<file path="config.mk">
export PLATFORM = sky130hd
export DESIGN_NAME = autoranging_pulse_frequency_meter
export DESIGN_NICKNAME = d
export VERILOG_FILES = /design/src/rtl/apfm_pkg.sv /design/src/rtl/autoranging_pulse_frequency_meter.sv /design/src/rtl/apfm_div.sv /design/src/rtl/apfm_datapath.sv /design/src/rtl/apfm_ctrl.sv
export SDC_FILE = /design/constraint.sdc
export NUM_CORES = 2
export LEC_CHECK = 0
export ABC_AREA = 1
export BUFFER_PORTS_ARGS = -buffer_cell sky130_fd_sc_hd__buf_2
export CAP_MARGIN = 5
export CORE_ASPECT_RATIO = 1.4
export CORE_MARGIN = 1.5
export CORE_UTILIZATION = 40
export DETAILED_ROUTE_END_ITERATION = 8
export PLACE_DENSITY = 0.51
export SLEW_MARGIN = 25
export SYNTH_ARGS = -nofsm -noshare
export SYNTH_HDL_FRONTEND = slang
export SYNTH_HIERARCHICAL = 1
export SYNTH_SLANG_ARGS = --single-unit
</file>
<file path="constraint.sdc">
create_clock -name clk -period 8.6 [get_ports clk]
set_input_delay 0.86 -clock clk [delete_from_list [all_inputs] [get_ports clk]]
set_output_delay 0.86 -clock clk [all_outputs]
set_load 0.03 [all_outputs]
</file>
<file path="src/rtl/apfm_pkg.sv">
// shared types, codes and constants of the autoranging pulse frequency meter
package apfm_pkg;

  typedef struct packed {
    logic pin_level;
    logic start_req;
  } in_word_t;

  typedef struct packed {
    logic [31:0] average_value;
    logic [24:0] autoscale_target;
    logic [1:0]  status;
  } out_word_t;

  // configuration register indexes
  localparam logic [1:0] CFG_POLL_TIME        = 2'd0;
  localparam logic [1:0] CFG_ITERATIONS       = 2'd1;
  localparam logic [1:0] CFG_TICK_PERIOD      = 2'd2;
  localparam logic [1:0] CFG_PRESENCE_TIMEOUT = 2'd3;

  localparam int CFG_W = 27;

  localparam logic [26:0] POLL_RESET     = 27'd150000;
  localparam logic [9:0]  ITER_RESET     = 10'd5;
  localparam logic [9:0]  TICK_RESET     = 10'd10;
  localparam logic [23:0] PRESENCE_RESET = 24'd100000;

  // result status codes
  localparam logic [1:0] STATUS_OK        = 2'd0;
  localparam logic [1:0] STATUS_NO_SENSOR = 2'd1;
  localparam logic [1:0] STATUS_LIMIT     = 2'd2;

  localparam int          TICKS_W    = 40;
  localparam int          NS_W       = 50;
  localparam int          SCALE_W    = 28;
  localparam logic [9:0]  US_TO_NS   = 10'd1000;
  // 1e6 ns per ms times 256 for the q.8 fraction
  localparam logic [27:0] RATE_SCALE = 28'd256000000;

  typedef enum logic [3:0] {
    S_IDLE,
    S_PRESENCE,
    S_AUTORANGE,
    S_MEASURE,
    S_MUL,
    S_RUN_DIV_GO,
    S_RUN_DIV_WAIT,
    S_ACC,
    S_CHECK,
    S_AVG_WAIT,
    S_FINISH
  } state_t;

  typedef struct packed {
    logic arm;
    logic tick_step;
    logic pres_ok;
    logic pres_fail;
    logic run_step;
    logic range_double;
    logic range_cap;
    logic range_done;
    logic run_latch;
    logic mul;
    logic div_run;
    logic acc;
    logic div_avg;
    logic load_avg;
  } cmd_t;

  typedef struct packed {
    logic pin;
    logic start;
    logic pres_timeout;
    logic run_end;
    logic long_enough;
    logic target_max;
    logic runs_done;
    logic div_busy;
  } sts_t;

endpackage

</file>
<file path="src/rtl/autoranging_pulse_frequency_meter.sv">
// top level of the autoranging pulse frequency meter
// one word (pin sample) per cycle while idle, checking presence or counting a run;
// presence checking waits for room in the result register. After each measurement run input stalls
// through the multiply, divide and accumulate states: the shared restoring divider produces one quotient bit per cycle
// the final average goes through the same divider
// synchronous active-high reset returns the control, counter and configuration registers to their defaults
module autoranging_pulse_frequency_meter #(
  parameter int MAX_TARGET = 16777216,
  parameter int MAX_RUNS   = 1000
) (
  input  logic                       clk,
  input  logic                       rst,
  input  logic                       in_valid,
  output logic                       in_ready,
  input  apfm_pkg::in_word_t         in_data,
  output logic                       out_valid,
  input  logic                       out_ready,
  output apfm_pkg::out_word_t        out_data,
  input  logic                       cfg_wr_en,
  input  logic [1:0]                 cfg_index,
  input  logic [apfm_pkg::CFG_W-1:0] cfg_data
);

  apfm_pkg::cmd_t cmd;
  apfm_pkg::sts_t sts;

  apfm_ctrl u_ctrl (
    .clk      (clk),
    .rst      (rst),
    .in_valid (in_valid),
    .out_ready(out_ready),
    .sts      (sts),
    .cmd      (cmd),
    .in_ready (in_ready),
    .out_valid(out_valid)
  );

  apfm_datapath #(
    .MAX_TARGET(MAX_TARGET),
    .MAX_RUNS  (MAX_RUNS)
  ) u_datapath (
    .clk      (clk),
    .rst      (rst),
    .cfg_wr_en(cfg_wr_en),
    .cfg_index(cfg_index),
    .cfg_data (cfg_data),
    .in_data  (in_data),
    .cmd      (cmd),
    .sts      (sts),
    .out_data (out_data)
  );

endmodule

</file>
<file path="src/rtl/apfm_div.sv">
// restoring divider, one quotient bit per cycle
module apfm_div #(
  parameter int N_W = 53,
  parameter int D_W = 50
) (
  input  logic           clk,
  input  logic           rst,
  input  logic           start,
  input  logic [N_W-1:0] dividend,
  input  logic [D_W-1:0] divisor,
  output logic           busy,
  output logic [N_W-1:0] quotient
);

  localparam int CW = $clog2(N_W + 1);

  logic [D_W-1:0] rem;
  logic [N_W-1:0] quo;
  logic [D_W-1:0] dvs;
  logic [CW-1:0]  cnt;
  logic [D_W:0]   trial;
  logic [D_W:0]   diff;
  logic           ge;

  assign trial = {rem, quo[N_W-1]};
  assign ge    = trial >= {1'b0, dvs};
  assign diff  = trial - {1'b0, dvs};

  always_ff @(posedge clk) begin
    if (rst) begin
      busy <= 1'b0;
    end else if (start) begin
      busy <= 1'b1;
    end else if (busy && cnt == CW'(1)) begin
      busy <= 1'b0;
    end
  end

  always_ff @(posedge clk) begin
    if (start) begin
      rem <= '0;
      quo <= dividend;
      dvs <= divisor;
      cnt <= CW'(N_W);
    end else if (busy) begin
      rem <= ge ? diff[D_W-1:0] : trial[D_W-1:0];
      quo <= {quo[N_W-2:0], ge};
      cnt <= cnt - CW'(1);
    end
  end

  assign quotient = quo;

endmodule

</file>
<file path="src/rtl/apfm_datapath.sv">
// counters, range target, run accumulation and result register of the meter
module apfm_datapath #(
  parameter int MAX_TARGET = 16777216,
  parameter int MAX_RUNS   = 1000
) (
  input  logic                         clk,
  input  logic                         rst,
  input  logic                         cfg_wr_en,
  input  logic [1:0]                   cfg_index,
  input  logic [apfm_pkg::CFG_W-1:0]   cfg_data,
  input  apfm_pkg::in_word_t           in_data,
  input  apfm_pkg::cmd_t               cmd,
  output apfm_pkg::sts_t               sts,
  output apfm_pkg::out_word_t          out_data
);

  localparam int TW   = $clog2(MAX_TARGET + 1);
  localparam int EW   = TW + 1;
  localparam int RW   = $clog2(MAX_RUNS + 1);
  localparam int NUMW = TW + apfm_pkg::SCALE_W;
  localparam int SUMW = 32 + RW;
  localparam int DIVW = (NUMW > SUMW) ? NUMW : SUMW;
  localparam int NSW  = apfm_pkg::NS_W;
  localparam int TKW  = apfm_pkg::TICKS_W;

  logic [26:0] poll_time_us;
  logic [9:0]  iteration_count;
  logic [9:0]  tick_period_ns;
  logic [23:0] presence_timeout_us;

  logic          await_low;
  logic [EW-1:0] edge_count;
  logic [TKW-1:0] elapsed_ticks;
  logic [NSW-1:0] elapsed_ns;
  logic [TW-1:0] target_edges;
  logic [RW-1:0] run_index;
  logic [SUMW-1:0] value_sum;
  logic          capped;

  logic [36:0]     poll_thr;
  logic [33:0]     pres_thr;
  logic [NUMW-1:0] num;
  logic [NSW-1:0]  den;

  logic [9:0]      tick_eff;
  logic            ticks_sat;
  logic [TKW-1:0]  ticks_inc;
  logic [NSW-1:0]  ns_inc;
  logic [EW-1:0]   edge_inc;
  logic [TW:0]     target_dbl;
  logic [TW-1:0]   target_grow;
  logic [RW-1:0]   runs_n;
  logic            new_run;
  logic            div_start;
  logic [DIVW-1:0] div_dividend;
  logic [NSW-1:0]  div_divisor;
  logic [DIVW-1:0] quotient;
  logic            div_busy;
  logic [31:0]     run_value;
  logic [TW+24:0]  target_wide;

  // configuration registers
  always_ff @(posedge clk) begin
    if (rst) begin
      poll_time_us        <= apfm_pkg::POLL_RESET;
      iteration_count     <= apfm_pkg::ITER_RESET;
      tick_period_ns      <= apfm_pkg::TICK_RESET;
      presence_timeout_us <= apfm_pkg::PRESENCE_RESET;
    end else if (cfg_wr_en) begin
      case (cfg_index)
        apfm_pkg::CFG_POLL_TIME:        poll_time_us        <= cfg_data[26:0];
        apfm_pkg::CFG_ITERATIONS:       iteration_count     <= cfg_data[9:0];
        apfm_pkg::CFG_TICK_PERIOD:      tick_period_ns      <= cfg_data[9:0];
        apfm_pkg::CFG_PRESENCE_TIMEOUT: presence_timeout_us <= cfg_data[23:0];
        default: ;
      endcase
    end
  end

  assign tick_eff    = (tick_period_ns == 10'd0) ? 10'd1 : tick_period_ns;
  assign ticks_sat   = &elapsed_ticks;
  assign ticks_inc   = ticks_sat ? elapsed_ticks : elapsed_ticks + TKW'(1);
  assign ns_inc      = ticks_sat ? elapsed_ns : elapsed_ns + NSW'(tick_eff);
  assign edge_inc    = edge_count + EW'(1);
  assign target_dbl  = {target_edges, 1'b0};
  assign target_grow = (target_dbl > (TW+1)'(MAX_TARGET)) ? TW'(MAX_TARGET)
                                                         : target_dbl[TW-1:0];

  always_comb begin
    if (iteration_count == 10'd0) begin
      runs_n = RW'(1);
    end else if ({22'd0, iteration_count} > 32'(MAX_RUNS)) begin
      runs_n = RW'(MAX_RUNS);
    end else begin
      runs_n = RW'(iteration_count);
    end
  end

  assign new_run = cmd.arm | cmd.pres_ok | cmd.pres_fail | cmd.range_double |
                   cmd.range_cap | cmd.range_done | cmd.run_latch;

  // run state
  always_ff @(posedge clk) begin
    if (rst) begin
      await_low     <= 1'b0;
      edge_count    <= '0;
      elapsed_ticks <= '0;
      elapsed_ns    <= '0;
    end else if (new_run) begin
      await_low     <= 1'b0;
      edge_count    <= '0;
      elapsed_ticks <= '0;
      elapsed_ns    <= '0;
    end else if (cmd.tick_step) begin
      elapsed_ticks <= ticks_inc;
      elapsed_ns    <= ns_inc;
    end else if (cmd.run_step) begin
      elapsed_ticks <= ticks_inc;
      elapsed_ns    <= ns_inc;
      if (!await_low) begin
        if (in_data.pin_level) begin
          edge_count <= edge_inc;
          await_low  <= 1'b1;
        end
      end else if (!in_data.pin_level) begin
        edge_count <= edge_inc;
        await_low  <= 1'b0;
      end
    end
  end

  // range target, run count and sum
  always_ff @(posedge clk) begin
    if (rst) begin
      target_edges <= TW'(2);
      run_index    <= '0;
      value_sum    <= '0;
      capped       <= 1'b0;
    end else begin
      if (cmd.arm) begin
        target_edges <= TW'(2);
        capped       <= 1'b0;
      end else if (cmd.pres_ok) begin
        target_edges <= TW'(4);
      end else if (cmd.range_double) begin
        target_edges <= target_grow;
      end else if (cmd.range_cap) begin
        target_edges <= TW'(MAX_TARGET);
        capped       <= 1'b1;
      end
      if (cmd.arm || cmd.range_double || cmd.range_cap || cmd.range_done ||
          cmd.load_avg) begin
        run_index <= '0;
        value_sum <= '0;
      end else if (cmd.acc) begin
        run_index <= run_index + RW'(1);
        value_sum <= value_sum + SUMW'(run_value);
      end
    end
  end

  // thresholds, divider operands and result word
  always_ff @(posedge clk) begin
    if (cmd.arm) begin
      poll_thr <= 37'(poll_time_us) * 37'(apfm_pkg::US_TO_NS);
      pres_thr <= 34'(presence_timeout_us) * 34'(apfm_pkg::US_TO_NS);
    end
    if (cmd.run_latch) begin
      den <= (ns_inc == '0) ? NSW'(1) : ns_inc;
    end
    if (cmd.mul) begin
      num <= NUMW'(target_edges) * NUMW'(apfm_pkg::RATE_SCALE);
    end
    if (cmd.pres_fail) begin
      out_data.average_value    <= '0;
      out_data.autoscale_target <= '0;
      out_data.status           <= apfm_pkg::STATUS_NO_SENSOR;
    end else if (cmd.load_avg) begin
      out_data.average_value    <= quotient[31:0];
      out_data.autoscale_target <= target_wide[24:0];
      out_data.status           <= capped ? apfm_pkg::STATUS_LIMIT : apfm_pkg::STATUS_OK;
    end
  end

  assign target_wide  = (TW+25)'(target_edges);
  assign div_start    = cmd.div_run | cmd.div_avg;
  assign div_dividend = cmd.div_run ? DIVW'(num) : DIVW'(value_sum);
  assign div_divisor  = cmd.div_run ? den : NSW'(runs_n);
  // a run value beyond 32 bits saturates
  assign run_value    = (|quotient[DIVW-1:32]) ? 32'hFFFF_FFFF : quotient[31:0];

  apfm_div #(
    .N_W(DIVW),
    .D_W(NSW)
  ) u_div (
    .clk     (clk),
    .rst     (rst),
    .start   (div_start),
    .dividend(div_dividend),
    .divisor (div_divisor),
    .busy    (div_busy),
    .quotient(quotient)
  );

  assign sts.pin          = in_data.pin_level;
  assign sts.start        = in_data.start_req;
  assign sts.pres_timeout = ns_inc >= NSW'(pres_thr);
  assign sts.run_end      = await_low && !in_data.pin_level && (edge_inc >= EW'(target_edges));
  assign sts.long_enough  = ns_inc >= NSW'(poll_thr);
  assign sts.target_max   = target_edges >= TW'(MAX_TARGET);
  assign sts.runs_done    = run_index >= runs_n;
  assign sts.div_busy     = div_busy;

endmodule

</file>
<file path="src/rtl/apfm_ctrl.sv">
// sequencing state machine of the meter
module apfm_ctrl (
  input  logic           clk,
  input  logic           rst,
  input  logic           in_valid,
  input  logic           out_ready,
  input  apfm_pkg::sts_t sts,
  output apfm_pkg::cmd_t cmd,
  output logic           in_ready,
  output logic           out_valid
);

  apfm_pkg::state_t state;
  apfm_pkg::state_t state_next;
  logic             out_free;
  logic             accept;
  logic             out_load;

  assign out_free = !out_valid || out_ready;
  assign accept   = in_valid && in_ready;

  always_ff @(posedge clk) begin
    if (rst) begin
      state     <= apfm_pkg::S_IDLE;
      out_valid <= 1'b0;
    end else begin
      state <= state_next;
      if (out_load) begin
        out_valid <= 1'b1;
      end else if (out_ready) begin
        out_valid <= 1'b0;
      end
    end
  end

  always_comb begin
    cmd        = '0;
    state_next = state;
    in_ready   = 1'b0;
    out_load   = 1'b0;
    case (state)
      apfm_pkg::S_IDLE: begin
        in_ready = 1'b1;
        if (accept && sts.start) begin
          cmd.arm    = 1'b1;
          state_next = apfm_pkg::S_PRESENCE;
        end
      end
      apfm_pkg::S_PRESENCE: begin
        // a timeout may emit a word, so wait for room in the result register
        in_ready = out_free;
        if (accept) begin
          if (sts.pin) begin
            cmd.pres_ok = 1'b1;
            state_next  = apfm_pkg::S_AUTORANGE;
          end else if (sts.pres_timeout) begin
            cmd.pres_fail = 1'b1;
            out_load      = 1'b1;
            state_next    = apfm_pkg::S_IDLE;
          end else begin
            cmd.tick_step = 1'b1;
          end
        end
      end
      apfm_pkg::S_AUTORANGE: begin
        in_ready = 1'b1;
        if (accept) begin
          cmd.run_step = 1'b1;
          if (sts.run_end) begin
            if (sts.long_enough) begin
              cmd.range_done = 1'b1;
              state_next     = apfm_pkg::S_MEASURE;
            end else if (sts.target_max) begin
              cmd.range_cap = 1'b1;
              state_next    = apfm_pkg::S_MEASURE;
            end else begin
              cmd.range_double = 1'b1;
            end
          end
        end
      end
      apfm_pkg::S_MEASURE: begin
        in_ready = 1'b1;
        if (accept) begin
          cmd.run_step = 1'b1;
          if (sts.run_end) begin
            cmd.run_latch = 1'b1;
            state_next    = apfm_pkg::S_MUL;
          end
        end
      end
      apfm_pkg::S_MUL: begin
        cmd.mul    = 1'b1;
        state_next = apfm_pkg::S_RUN_DIV_GO;
      end
      apfm_pkg::S_RUN_DIV_GO: begin
        cmd.div_run = 1'b1;
        state_next  = apfm_pkg::S_RUN_DIV_WAIT;
      end
      apfm_pkg::S_RUN_DIV_WAIT: begin
        if (!sts.div_busy) begin
          state_next = apfm_pkg::S_ACC;
        end
      end
      apfm_pkg::S_ACC: begin
        cmd.acc    = 1'b1;
        state_next = apfm_pkg::S_CHECK;
      end
      apfm_pkg::S_CHECK: begin
        if (sts.runs_done) begin
          cmd.div_avg = 1'b1;
          state_next  = apfm_pkg::S_AVG_WAIT;
        end else begin
          state_next = apfm_pkg::S_MEASURE;
        end
      end
      apfm_pkg::S_AVG_WAIT: begin
        if (!sts.div_busy) begin
          state_next = apfm_pkg::S_FINISH;
        end
      end
      apfm_pkg::S_FINISH: begin
        if (out_free) begin
          cmd.load_avg = 1'b1;
          out_load     = 1'b1;
          state_next   = apfm_pkg::S_IDLE;
        end
      end
      default: begin
        state_next = apfm_pkg::S_IDLE;
      end
    endcase
  end

endmodule

</file>
Word-level counts from Yosys, hierarchy flattened
Index checks and enable logic that the tools add are counted.
{"block": "word_totals", "latchBits": 0, "output_inout_bits": 61, "register_bits": 644, "mem_count": 0, "word_cells": 194, "in_bits": 36, "ram_bits": 0, "rom_bits": 0}
{"block": "op_classes", "n_mul": 3, "div": 0, "n_addsub": 7, "n_bitwise": 10, "n_shift": 0, "n_reduce_logical": 39, "order_cmp": 8, "n_mux": 73, "n_eq_ne": 26}
{"cell": "two-way mux 50 bit", "count": 4}
{"cell": "two-way mux 53 bit", "count": 3}
{"cell": "two-way mux 40 bit", "count": 3}
{"cell": "two-way mux 26 bit", "count": 3}
{"cell": "two-way mux 25 bit", "count": 3}
{"cell": "two-way mux 4 bit", "count": 15}
{"cell": ">= comparator 51 x 50 -> 1 bit", "count": 1}
{"cell": "adder 50 x 10 -> 50 bit", "count": 1}
{"cell": ">= comparator 50 x 34 -> 1 bit", "count": 1}
{"cell": ">= comparator 50 x 37 -> 1 bit", "count": 1}
{"cell": "zero test 50 bit", "count": 1}
{"cell": "subtractor 50 bit", "count": 1}
{"cell": "one-hot mux 4 bit (11 select lines)", "count": 1}
{"cell": "adder 42 x 32 -> 42 bit", "count": 1}
{"cell": "adder 40 x 1 -> 40 bit (second input constant)", "count": 1}
{"cell": "two-way mux 10 bit", "count": 4}
{"cell": "AND reduction 40 bit", "count": 1}
{"cell": "multiplier 25 x 14 -> 39 bit (second input constant)", "count": 1}
{"cell": "multiplier 27 x 7 -> 34 bit (second input constant)", "count": 1}
{"cell": "two-way mux 32 bit", "count": 1}
{"cell": "multiplier 24 x 7 -> 31 bit (second input constant)", "count": 1}
{"cell": "adder 26 x 1 -> 26 bit (second input constant)", "count": 1}
{"cell": ">= comparator 26 x 25 -> 1 bit", "count": 1}
{"cell": "greater-than comparator 26 x 25 -> 1 bit (second input constant)", "count": 1}
{"cell": "other kinds (36)", "count": 114}

Logic depth before layout (Yosys ltp)
{"block": "depth", "depth_word": 16, "depth_mapped": 41, "mapped_depth_nobuf": 41}

Cells and area by module
Netlist, hierarchy kept.
{"mod": "apfm_datapath", "seq_area_each_um2": 11060.6, "cells_each": 4965, "area_each_um2": 39278.9, "n_inst": 1}
{"mod": "apfm_div", "seq_area_each_um2": 4234.1, "cells_each": 1664, "area_each_um2": 10980.5, "n_inst": 1}
{"mod": "apfm_ctrl", "seq_area_each_um2": 100.1, "cells_each": 108, "area_each_um2": 606.8, "n_inst": 1}

Least setup slack after synthesis
OpenSTA, ideal clock, no wires.
{"block": "synth_path", "path_kind": "flip-flop to flip-flop", "from": "reg u_datapath.edge_count[0]", "to": "reg u_datapath.elapsed_ticks[36]", "stages_incl_launch_ff": 31, "path_buffers": 2, "t_required_ps": 8472, "period_less_slack_ps": 6104, "setup_slack_ps": 2496, "setup_ps": 128, "arrival_ps": 5976, "cell_sequence": "dfxtp_1 ha_1 nand3_1 nor2_1 nand2_1 inv_1 nand2_1 nor2_1 nand3_1 nor2_1 xor2_1 ha_1 nand4_1 nor4_1 nand2_1 nand2_1 nor2_1 o21ai_0 nand2_1 nand2_1 nand3_1 nand2_1 nand2_1 a21boi_0 nand3_1 nor2_1 nor3_1 nand2_1 clkbuf_1 buf_1 nor2_1"}
{"item": "start, declared", "line_no": "apfm_datapath.sv:32", "text": "logic [EW-1:0] edge_count;"}
{"item": "start signal, assigned", "line_no": "apfm_datapath.sv:122", "text": "edge_count <= edge_inc;"}
{"item": "start signal, assigned", "line_no": "apfm_datapath.sv:126", "text": "edge_count <= edge_inc;"}
{"item": "end signal, assigned", "line_no": "apfm_datapath.sv:115", "text": "elapsed_ticks <= ticks_inc;"}
{"item": "end signal, assigned", "line_no": "apfm_datapath.sv:118", "text": "elapsed_ticks <= ticks_inc;"}
{"item": "end, declared", "line_no": "apfm_datapath.sv:33", "text": "logic [TKW-1:0] elapsed_ticks;"}

==> impl_metrics.tcl <==
set metrics [dict create \
    run_status "finished clean" \
    postSynth.topFlopCell "dfxtp_1" \
    timing_hold_violations_final 0 \
    cts_htree_levels 3 \
    worstSetupEndpointType "register" \
    tightestPinTransition_ns 0.980 \
    setup-violations-final 0 \
    place_hpwl_um 116000 \
    clock-sinks 641 \
    worstSetupPathType "register to register" \
    r2r_end "u_datapath/elapsed_ticks[35]$_SDFFE_PP0P_" \
    final_core_util 0.441 \
    antenna_violations_before_repair 4 \
    leakage_uw 0.0278 \
    final.min_clock_period_ns 6.88 \
    crit_fanout 20 \
    worst_path_most_repeated_cell "nand2_1" \
    timing.final.crit_share 0.800 \
    number_of_library_cell_types_mapped_by_synthesis 63 \
    clk_path_buf_depth 3 \
    place_congestion 0.927 \
    rrSetupSlack_ns 1.72 \
    cts_setup_buffers 0 \
    worst_ep_required_time_ns 9.17 \
    place.port_buffers 95 \
    timing.critical_path.arrival_ns 7.45 \
    coreArea_um2 126000 \
    area_delta_synth_final_pct 9.17 \
    fill_cells 13100 \
    yosysTopAreaCell "dfxtp_1" \
    dp_cells 8341 \
    slowest_delay_ns 0.59 \
    layout-drive-gt1-share 0.0513 \
    drv.max_cap_violation_count 0 \
    hold_slack_ns 0.400 \
    tritoncts_clock_tree "built" \
    drt_pre_antenna_iters 5 \
    multiInputGateArea_um2 30400 \
    clock_insertion_delay_worst_skew_ns 0.70 \
    routed_wirelength_normalized_by_instance_count_um 17.0 \
    ys_ff_latch 641 \
    cp_top_family "simple AND/OR/NAND/NOR gates" \
    wire_length_of_the_first_global_routing_pass_um 229000 \
    clk_pin_slew_worst_paths_ns 0.07 \
    syn_inst 6737 \
    setup_repair_after_global_routing_missed_its_margin "false" \
    worst_clock_skew_ns 0.0427 \
    global_route.usage.total 0.222 \
    start_kind "register" \
    yosys-top-cells-area "dfxtp_1 15%, edfxtp_1 15%, nand2_1 12%" \
    routed-via-count 42200 \
    grt_max_degree 107 \
    grt_pass1_vias 42100 \
    post_cts_resized 0 \
    syn_avg_cell_area_um2 7.55 \
    peakVddDrop_v 0.000202 \
    slowest_stage "inv_1" \
    numCtsBuffers 72 \
    die_area_um2 129000 \
    dieWidth_um 304 \
    synth_warn 6 \
    area.sequential_um2 15400 \
    num_io_pins 97 \
    die_y_um 425 \
    cts_hold_repair.buffers 0 \
    ys_async_sr_fraction 0 \
    number_of_buffers_and_inverters_on_the_critical_path 4 \
    max_freq_mhz 145 \
    post_drt_via_cell_ratio 4.98 \
    dr_iter_0_viols 2041 \
    route.detailed.drc 0 \
    power_per_cell_area_nw_per_um2 239 \
    gr-total-overflow 0 \
    synth_top_area_share 0.152 \
    worstHoldEndpoint "u_datapath/poll_time_us[26]$_SDFFE_PP0P_" \
    report.power.total_uw 13300 \
    initial_utilization 0.404 \
    worstHoldStart "cfg_data[26]" \
    clockRootBuffer "clkbuf_16" \
    max-slew-margin-rel 0.343 \
    num-nets-final 7579 \
    hold_depth 3 \
    setup-tns-final_ns 0 \
    seq_area_frac_synth 0.303 \
    mappedNetlistArea_um2 50900 \
    drv_slew 0 \
    ant_nets 0 \
    routed_wire_length_um 144000 \
    postSynthNetCount 7539 \
    final_cells 8476 \
    path_depth_of_the_worst_reg2reg_path 34 \
    number_of_enable_flip_flop_cells_after_synthesis 256 \
    core.rowCount 154 \
    timing.hold.worst.class "input port to register" \
    r2r-start "u_datapath/tick_period_ns[2]$_SDFFE_PP0P_" \
]
## metrics by stage
stage                     worst slack (ns)  area (um^2)
after global placement                1.88        53000
after floorplan                       2.50        50900
after detailed placement              1.73        53000
final                                 1.72        55500
after global routing                 0.992        55500
after CTS                             1.69        55500
## cells in the mapped netlist, drive strengths merged (35+ instances only)
library cell and count:
nand2 1671, inv 1183, nor2 572, ha 484, a21oi 475, o21ai 409
dfxtp 385, nand3 350, fa 282, edfxtp 256, clkbuf 119, xor2 93
nand4 90, xnor2 72, nor3 58, buf 35
## state kept, by name, summed over array words and instances, names as in the netlist, 4 cells and up
name,flops
u_ctrl/state,4
u_datapath/den,50
u_datapath/edge_count,26
u_datapath/elapsed_ns,50
u_datapath/elapsed_ticks,40
u_datapath/iteration_count,10
u_datapath/num,38
u_datapath/out_data,58
u_datapath/poll_thr,34
u_datapath/poll_time_us,27
u_datapath/pres_thr,31
u_datapath/presence_timeout_us,24
u_datapath/run_index,10
u_datapath/target_edges,24
u_datapath/tick_period_ns,10
u_datapath/u_div/cnt,6
u_datapath/u_div/dvs,50
u_datapath/u_div/quotient,53
u_datapath/u_div/rem,50
u_datapath/value_sum,42
## worst register-to-register path, delay by kind of cell (launching register included)
family | cells | cell delay [ns]
and+or+nand+nor | 21 | 3.49
buffers and inverters | 4 | 1.02
DFF | 1 | 0.33
adders and majority gates | 3 | 0.80
AOI/OAI and AO/OA | 6 | 1.14
## routing by layer
metal	vias to the layer above	GRT usage	part of all wire
li1	21700	-	-
met1	19800	0.271	0.44
met2	555	0.410	0.51
met3	187	0.0184	0.025
met4	4	0.0731	0.028
met5	-	0	0.00022
## final cells by class
| class | instances | share of cell area |
|---|---|---|
| clock buffers | 93 | 0.0351 |
| multi-input cells | 4751 | 0.548 |
| repair buffers | 120 | 0.0119 |
| clock inverters | 41 | 0.0103 |
| well taps | 1638 | 0.0369 |
| inverters | 1191 | 0.0806 |
| diodes | 1 | 0.0000451 |
| flip-flops and latches | 641 | 0.277 |
## worst max path at each step
| stage | start | end | slack [ns] | cells after the start |
|---|---|---|---|---|
| after floorplan | u_datapath/edge_count[0]$_SDFFE_PP0P_ | u_datapath/elapsed_ticks[36]$_SDFFE_PP0P_ | 2.50 | 30 |
| after global placement | u_datapath/tick_period_ns[2]$_SDFFE_PP0P_ | u_datapath/elapsed_ticks[35]$_SDFFE_PP0P_ | 1.88 | 34 |
| after detailed placement | u_datapath/tick_period_ns[2]$_SDFFE_PP0P_ | u_datapath/elapsed_ticks[35]$_SDFFE_PP0P_ | 1.73 | 34 |
| after CTS | u_datapath/tick_period_ns[2]$_SDFFE_PP0P_ | u_datapath/elapsed_ticks[35]$_SDFFE_PP0P_ | 1.69 | 34 |
| after global routing | u_datapath/tick_period_ns[2]$_SDFFE_PP0P_ | u_datapath/elapsed_ticks[31]$_SDFFE_PP0P_ | 0.99 | 36 |
| final | u_datapath/tick_period_ns[2]$_SDFFE_PP0P_ | u_datapath/elapsed_ticks[35]$_SDFFE_PP0P_ | 1.72 | 34 |
## kinds of logic (layout without fill, tap and decap cells)
family | count (synthesis) | in the layout | share of synthesized area
compound gates | 1007 | 1007 | 0.106
xor+xnor | 165 | 165 | 0.0284
fa+ha+maj | 766 | 766 | 0.230
buf+inv | 1345 | 1445 | 0.101
flops | 641 | 641 | 0.303
other cells | 1 | 2 | 0.0000737
simple gates | 2812 | 2812 | 0.233
## where the power goes
group,switching (uW),internal (uW)
Clock,1420,1880
Sequential,321,3870
Combinational,3870,1940
## cells in the final DEF, fill, tap and decap left out, drive strengths merged, types with 4 or more instances in the layout
master / Yosys / final
a221oi: 5 / 5
and2: 10 / 10
o31ai: 6 / 6
nor2: 572 / 572
nand4: 90 / 90
or2: 7 / 7
xnor2: 72 / 72
buf: 35 / 120
ha: 484 / 484
nand2: 1671 / 1671
o21a: 13 / 13
a211oi: 10 / 10
a31oi: 18 / 18
inv: 1183 / 1184
clkbuf: 119 / 93
o211ai: 17 / 17
nor4: 31 / 31
a21o: 11 / 11
a21oi: 475 / 475
nand3b: 13 / 13
dfxtp: 385 / 385
and3: 4 / 4
clkinv: 8 / 32
xor2: 93 / 93
a21boi: 12 / 12
clkinvlp: 0 / 8
nor3: 58 / 58
bufinv: 0 / 8
nand3: 350 / 350
fa: 282 / 282
o21ai: 409 / 409
edfxtp: 256 / 256
o21bai: 19 / 19
(Power assumes the default switching activity.)
